`src/design/bounded_queue_with_indexed_remove_defines.svh`:
```
// Assertion macros shared by the queue RTL.
`ifndef BOUNDED_QUEUE_WITH_INDEXED_REMOVE_DEFINES_SVH
`define BOUNDED_QUEUE_WITH_INDEXED_REMOVE_DEFINES_SVH

`ifndef SYNTHESIS

// Same-cycle implication, disabled during reset.
`define BQIR_ASSERT_NOW(label, clk, rst_n, lhs, rhs) \
    label: assert property (@(posedge clk) disable iff (!rst_n) (lhs) |-> (rhs)) \
        else $error("bqir assertion failed");

// Next-cycle implication, disabled during reset.
`define BQIR_ASSERT_NEXT(label, clk, rst_n, lhs, rhs) \
    label: assert property (@(posedge clk) disable iff (!rst_n) (lhs) |=> (rhs)) \
        else $error("bqir assertion failed");

`else

`define BQIR_ASSERT_NOW(label, clk, rst_n, lhs, rhs)
`define BQIR_ASSERT_NEXT(label, clk, rst_n, lhs, rhs)

`endif

`endif

```
`src/design/bqir_pkg.sv`:
```
// Shared types and constants for the bounded queue with indexed remove.
`timescale 1ns / 1ps
`default_nettype none

package bqir_pkg;

    localparam int MODE_W   = 2;
    localparam int ENTRY_W  = 16;
    localparam int POS_W    = 5;
    localparam int STATUS_W = 2;
    localparam int COUNT_W  = 6;

    localparam int DEFAULT_DEPTH        = 32;
    localparam int DEFAULT_HANDLE_WIDTH = 16;

    typedef enum logic [MODE_W-1:0] {
        MODE_PUSH   = 2'd0,
        MODE_POP    = 2'd1,
        MODE_REMOVE = 2'd2
    } mode_t;

    typedef enum logic [STATUS_W-1:0] {
        ST_OK      = 2'd0,
        ST_FULL    = 2'd1,
        ST_MISSING = 2'd2
    } status_t;

endpackage

`default_nettype wire

```
`src/design/bounded_queue_with_indexed_remove.sv`:
```
// Bounded queue with push, pop and remove-at-index; 1 item/cycle when not stalled.
// Pipeline: an input transfer lands in the input register, then the queue update
// runs and loads the result register, which holds while out_stall is asserted.
// Throughput: one item per cycle while out_stall is low, set by the update of the shifting
// register array. Reset clears occupancy and all valid flags; slots are not reset.
`timescale 1ns / 1ps
`default_nettype none
`include "bounded_queue_with_indexed_remove_defines.svh"

module bounded_queue_with_indexed_remove #(
    parameter int DEPTH        = bqir_pkg::DEFAULT_DEPTH,
    parameter int HANDLE_WIDTH = bqir_pkg::DEFAULT_HANDLE_WIDTH
) (
    input  wire logic                          clk,
    input  wire logic                          rst_n,

    input  wire logic                          in_valid,
    output logic                               in_stall,
    input  wire logic [bqir_pkg::MODE_W-1:0]   mode,
    input  wire logic [bqir_pkg::ENTRY_W-1:0]  entry_in,
    input  wire logic [bqir_pkg::POS_W-1:0]    position_in,

    output logic                               out_valid,
    input  wire logic                          out_stall,
    output logic [bqir_pkg::STATUS_W-1:0]      status,
    output logic [bqir_pkg::POS_W-1:0]         position_out,
    output logic [bqir_pkg::ENTRY_W-1:0]       entry_out,
    output logic [bqir_pkg::COUNT_W-1:0]       count
);

    import bqir_pkg::*;

    localparam int OCC_W = $clog2(DEPTH + 1);
    localparam int IDX_W = $clog2(DEPTH);
    localparam int CMP_W = (OCC_W > POS_W) ? OCC_W : POS_W;

    typedef logic [HANDLE_WIDTH-1:0] slot_t;

    // input register
    logic                in_valid_reg;
    logic [MODE_W-1:0]   mode_reg;
    slot_t               entry_reg;
    logic [POS_W-1:0]    pos_reg;

    // queue state
    slot_t               slots_reg [DEPTH];
    logic [OCC_W-1:0]    occ_reg;
    logic [OCC_W-1:0]    occ_next;

    // result register
    logic                out_valid_reg;
    logic [STATUS_W-1:0] status_reg;
    logic [POS_W-1:0]    pos_out_reg;
    logic [ENTRY_W-1:0]  entry_out_reg;
    logic [COUNT_W-1:0]  count_reg;

    logic                fire;
    logic                do_push;
    logic                do_take;
    status_t             st_next;
    logic [POS_W-1:0]    pos_out_next;
    logic [ENTRY_W-1:0]  entry_out_next;
    logic [POS_W-1:0]    take_idx;
    logic [CMP_W-1:0]    take_idx_ext;
    logic [CMP_W-1:0]    occ_ext;

    assign fire     = in_valid_reg && (!out_valid_reg || !out_stall);
    assign in_stall = in_valid_reg && !fire;

    always_ff @(posedge clk or negedge rst_n)
    begin
        if (!rst_n)
        begin
            in_valid_reg <= 1'b0;
        end
        else if (in_valid && !in_stall)
        begin
            in_valid_reg <= 1'b1;
        end
        else if (fire)
        begin
            in_valid_reg <= 1'b0;
        end
    end

    always_ff @(posedge clk)
    begin
        if (in_valid && !in_stall)
        begin
            mode_reg  <= mode;
            entry_reg <= slot_t'(entry_in);
            pos_reg   <= position_in;
        end
    end

    // pop is a remove at the head
    assign take_idx     = (mode_t'(mode_reg) == MODE_POP) ? '0 : pos_reg;
    assign take_idx_ext = CMP_W'(take_idx);
    assign occ_ext      = CMP_W'(occ_reg);

    always_comb
    begin
        st_next        = ST_MISSING;
        pos_out_next   = '0;
        entry_out_next = '0;
        occ_next       = occ_reg;
        do_push        = 1'b0;
        do_take        = 1'b0;
        case (mode_t'(mode_reg))
            MODE_PUSH:
            begin
                if (occ_reg >= OCC_W'(DEPTH))
                begin
                    st_next = ST_FULL;
                end
                else
                begin
                    st_next      = ST_OK;
                    do_push      = 1'b1;
                    pos_out_next = POS_W'(occ_reg);
                    occ_next     = occ_reg + OCC_W'(1);
                end
            end
            MODE_POP, MODE_REMOVE:
            begin
                if (take_idx_ext < occ_ext)
                begin
                    st_next        = ST_OK;
                    do_take        = 1'b1;
                    entry_out_next = ENTRY_W'(slots_reg[IDX_W'(take_idx)]);
                    occ_next       = occ_reg - OCC_W'(1);
                end
            end
            default:
            begin
            end
        endcase
    end

    always_ff @(posedge clk or negedge rst_n)
    begin
        if (!rst_n)
        begin
            occ_reg <= '0;
        end
        else if (fire)
        begin
            occ_reg <= occ_next;
        end
    end

    // each cell either takes the push, shifts in its upper neighbor, or holds
    for (genvar g = 0; g < DEPTH; g++)
    begin : g_cell
        always_ff @(posedge clk)
        begin
            if (fire && do_push && (IDX_W'(occ_reg) == IDX_W'(g)))
            begin
                slots_reg[g] <= entry_reg;
            end
            else if (fire && do_take && (CMP_W'(g) >= take_idx_ext))
            begin
                if (g < DEPTH - 1)
                begin
                    slots_reg[g] <= slots_reg[(g < DEPTH - 1) ? g + 1 : g];
                end
            end
        end
    end

    always_ff @(posedge clk or negedge rst_n)
    begin
        if (!rst_n)
        begin
            out_valid_reg <= 1'b0;
        end
        else if (fire)
        begin
            out_valid_reg <= 1'b1;
        end
        else if (!out_stall)
        begin
            out_valid_reg <= 1'b0;
        end
    end

    always_ff @(posedge clk)
    begin
        if (fire)
        begin
            status_reg    <= st_next;
            pos_out_reg   <= pos_out_next;
            entry_out_reg <= entry_out_next;
            count_reg     <= COUNT_W'(occ_next);
        end
    end

    assign out_valid    = out_valid_reg;
    assign status       = status_reg;
    assign position_out = pos_out_reg;
    assign entry_out    = entry_out_reg;
    assign count        = count_reg;

    `BQIR_ASSERT_NEXT(a_push_grows, clk, rst_n, fire && do_push, occ_reg == $past(occ_reg) + OCC_W'(1))
    `BQIR_ASSERT_NEXT(a_take_shrinks, clk, rst_n, fire && do_take, occ_reg == $past(occ_reg) - OCC_W'(1))
    `BQIR_ASSERT_NEXT(a_fail_holds, clk, rst_n, fire && !do_push && !do_take, $stable(occ_reg))
    `BQIR_ASSERT_NOW(a_stall_cause, clk, rst_n, in_stall, in_valid_reg && out_valid_reg && out_stall)
    `BQIR_ASSERT_NEXT(a_fire_result, clk, rst_n, fire, out_valid && (count == COUNT_W'(occ_reg)))

endmodule

`default_nettype wire
```
`config.mk`:
```
export PLATFORM = sky130hd
export DESIGN_NAME = bounded_queue_with_indexed_remove
export DESIGN_NICKNAME = d
export VERILOG_FILES = /design/src/design/bqir_pkg.sv /design/src/design/bounded_queue_with_indexed_remove.sv
export VERILOG_INCLUDE_DIRS = /design/src /design/src/design
export SDC_FILE = /design/constraint.sdc
export NUM_CORES = 1
export LEC_CHECK = 0
export BUFFER_PORTS_ARGS = -buffer_cell sky130_fd_sc_hd__buf_2
export CELL_PAD_IN_SITES_DETAIL_PLACEMENT = 2
export CELL_PAD_IN_SITES_GLOBAL_PLACEMENT = 2
export CORE_UTILIZATION = 30
export CTS_BUF_LIST = sky130_fd_sc_hd__clkbuf_4
export CTS_CLUSTER_SIZE = 20
export DETAILED_ROUTE_END_ITERATION = 7
export GPL_ROUTABILITY_DRIVEN = 0
export MAX_ROUTING_LAYER = met4
export PLACE_DENSITY = 0.58
export REMOVE_ABC_BUFFERS = 1
export SLEW_MARGIN = 5
export SYNTH_ARGS = -nofsm -noshare
export SYNTH_HDL_FRONTEND = slang
export SYNTH_SLANG_ARGS = --single-unit
```
`constraint.sdc`:
```
create_clock -name clk -period 7.2 [get_ports clk]
set_input_delay 1.44 -clock clk [delete_from_list [all_inputs] [get_ports clk]]
set_output_delay 1.44 -clock clk [all_outputs]
set_load 0.02 [all_outputs]
```
==> flow_summary_export.csv <==
group,metric,value,unit
timing,hold_viol,0,
clock_network,tritoncts.num_buffers,160,
route,detail_route.first_pass.iterations,5,
grt,number_of_antenna_violations_at_the_first_check_in_global_routing,12,
layout,mostFrequentLayoutCells,"564 x edfxtp_1, 516 x mux2_2, 239 x clkbuf_4",
setup_path,criticalPathCategory,"flop to flop",
grt,global_route.usage.total,21.5,%
setup_path,critical_path_required,7.91,ns
power_and_ir_drop,cell_internal_pwr,6.41,mW
timing,finalCriticalPeriod,5.19,ns
timing,pins_over_slew_limit,0,
timing,max_freq,193,MHz
clock_network,cts_resized,0,
synth,synth_top_cell_by_area,"edfxtp_1",
clock_network,number_of_hold_repair_buffers_added_at_the_cts_stage,0,
synth,ys_top_cells_by_area,"edfxtp_1 58%, mux2_2 20%, mux2i_1 2.7%",
power_and_ir_drop,p_seq_share,46.5,%
synth,syn_avg_cell_area,13.8,um^2
route,route.antenna.remaining_nets,0,
floorplanning,floorplan.core_area,96700,um^2
status,outcome,"complete, no violations",
setup_path,cp-end-kind,"flop",
synth,synth.yosys.seq_area_share,58.5,%
place,dp_hpwl,66500,um
power_and_ir_drop,powerDensity,283,nW/um^2
clock_network,post-cts-setup-buffer-count,0,
setup_path,worst-path-max-fanout,51,
timing,worst_pin_slew,1.26,ns
place,placed_cells_incl_taps,3327,
floorplanning,die_span_in_y,315,um
route,dr_total_vias,19400,
layout,leading_cell_type_in_the_layout_fill_and_taps_excluded,"edfxtp_1",
grt,first_pass_grt_wire_length,150000,um
synth,mapped_area,29300,um^2
route,drt_wl_total,103000,um
synth,synth_flop_cell,"edfxtp_1",
layout,largest_reg_flops,512,
synth,yosys.cell_types.count,61,
synth,synth_top_area_share,57.8,%
floorplanning,starting_density_of_the_core,30.3,%
layout,post_layout_nonfiller_instances,3602,
timing,max_slew_margin,16.1,%
clock_network,root_buffer_cell,"clkbuf_4",
clock_network,cts_max_level,4,
setup_path,cp.arrival,5.90,ns
power_and_ir_drop,vdd_ir_drop_max,0.121,mV
power_and_ir_drop,p_switching,2.88,mW
layout,syn_to_final_growth,12.1,%
synth,synthesis_stage_register_bit_count,572,
floorplanning,design.die.area,98900,um^2
timing,timing.final.crit_share,72.1,%
place,numPortBuffers,57,
clock_network,clk-insertion-delay-late,1.01,ns
flow_run,maxCapViolations,0,
route,avgViaCountPerCell,5.37,
floorplanning,die_w,315,um
synth,yosys_warnings,0,
grt,grt_remaining_overflow,0,
power_and_ir_drop,static-leakage-power,11.2,nW
floorplanning,pin_count,58,
synth,synthCells,2127,
power_and_ir_drop,power.share.combinational,20.1,%
timing,fin_skew,0.0518,ns
route,drt-wirelength-per-cell,28.7,um
timing,rsz_0062_raised_after_global_routing,"false",
clock_network,clock_tree_buffer_depth,3,
floorplanning,num_rows,114,
timing,final-setup-viol-count,0,
power_and_ir_drop,swShare,31.0,%
place,placement_stage_cell_area,30800,um^2
layout,layout-drive-gt1-share,40.4,%
synth,asyncSetResetFlopFracSynth,1.40,%
route,post-route-drc-count,0,
clock_network,cts.sink_count,572,
layout,fin_area,32900,um^2
route,drt_first_iter_violations,1127,
power_and_ir_drop,share_clk_of_total_power,33.4,%
grt,largest_net_degree_at_the_start_of_global_routing,82,
clock_network,cts_tree,"done",
worst_hold_path,min-delay-path-class,"input port to asynchronous set/reset pin",
setup_path,worst_setup_path_start_kind,"flop",
clock_network,cts.clk_slew.worst_paths,0.07,ns
grt,grt_pass1_vias,21500,
layout,nNetsFinal,2251,
synth,number_of_enable_type_register_cells_in_the_synthesized_netlist,564,
[worst max-delay path: stages (launching register included)]
cell and delay (ns):
edfxtp_1 0.40, inv_1 0.09, ha_1 0.54, nand2b_4 0.65, inv_1 0.15, ha_1 0.32, nor2_1 0.16, a221oi_2 0.06
o21a_4 0.28, nor3_2 0.47, buf_4 0.39, nand3_1 0.79, mux2_2 0.57
[power by group through the flow]
| stage | Sequential [mW] | Combinational, mW | Clock (mW) |
|---|---|---|---|
| 5_1_grt | 4.35 | 1.99 | 3.37 |
| 3_3_place_gp | 4.38 | 1.84 | 0 |
| 6_report | 4.32 | 1.87 | 3.10 |
| 3_5_place_dp | 4.39 | 1.88 | 0 |
| 2_1_floorplan | 4.37 | 1.12 | 0 |
| 4_1_cts | 4.32 | 1.89 | 3.21 |
[kinds of logic after synthesis]
kind of cell | Yosys count | share of synthesized area, %
AO/OA/AOI/OAI | 325 | 7.18
XOR/XNOR | 1 | 0.0299
adder cells (fa/ha/maj) | 11 | 0.470
buffers and inverters | 201 | 2.97
flip-flops | 572 | 58.5
multiplexers | 621 | 24.3
AND/OR/NAND/NOR | 396 | 6.61
[cell type report]
cell class / count / area [um^2]
Clock inverter: 34 / 215
Tap cell: 1276 / 1600
Fill cell: 9968 / 63900
Antenna cell: 2 / 5.00
Timing Repair Buffer: 111 / 703
Inverter: 14 / 52.6
Multi-Input combinational cell: 1354 / 11300
Clock buffer: 239 / 1790
Sequential cell: 572 / 17100
[Yosys cell counts (all sizes together) (11+ instances only)]
master and instances:
nand2 210, buf 58, a31oi 32, mux4 16, edfxtp 564, o32ai 15, nand3 55, a22o 15
inv 13, nor2b 26, a21oi 50, a211oi 36, o22ai 60, and3 22, nand2b 14, ha 11
mux2i 79, nor2 33, mux2 526, clkbuf 129, a311oi 18, o21ai 76
[through the flow]
step | utilization (%) | hold WS, ns | TNS (ns) | power, mW | setup slack [ns]
floorplan | - | 0.457 | -410.06 | 5.49 | -3.68
global placement | 31.9 | 0.485 | 0 | 6.22 | 2.00
detailed placement | 31.9 | 0.495 | 0 | 6.27 | 1.98
CTS | 34.0 | 0.126 | 0 | 9.43 | 1.91
global route | 34.0 | 0.192 | 0 | 9.71 | 1.67
finish | 34.0 | 0.276 | 0 | 9.29 | 2.01
[per-layer routing]
layer	vias up	share of wire, %	track usage (%)
met1	10300	45	27.5
met3	170	3.6	3.10
met5	-	0	-
met4	0	2.6	7.41
met2	458	49	34.9
li1	8456	-	-
[final timing paths]
path                                endpoint          from  slack [ns]  cells past startpoint
hold / removal                    occ_ext[4]         rst_n        0.28                      1
setup / recovery           slots_reg[17][10]   mode_reg[1]        2.01                     12
hold reg to reg                    out_valid  in_valid_reg        0.51                      1
setup reg to reg           slots_reg[17][10]   mode_reg[1]        2.01                     12
min in group clk                   out_valid  in_valid_reg        0.51                      1
max in group asynchronous         occ_ext[3]         rst_n        6.72                      1
No activity file was read; power rests on OpenSTA's default activity.
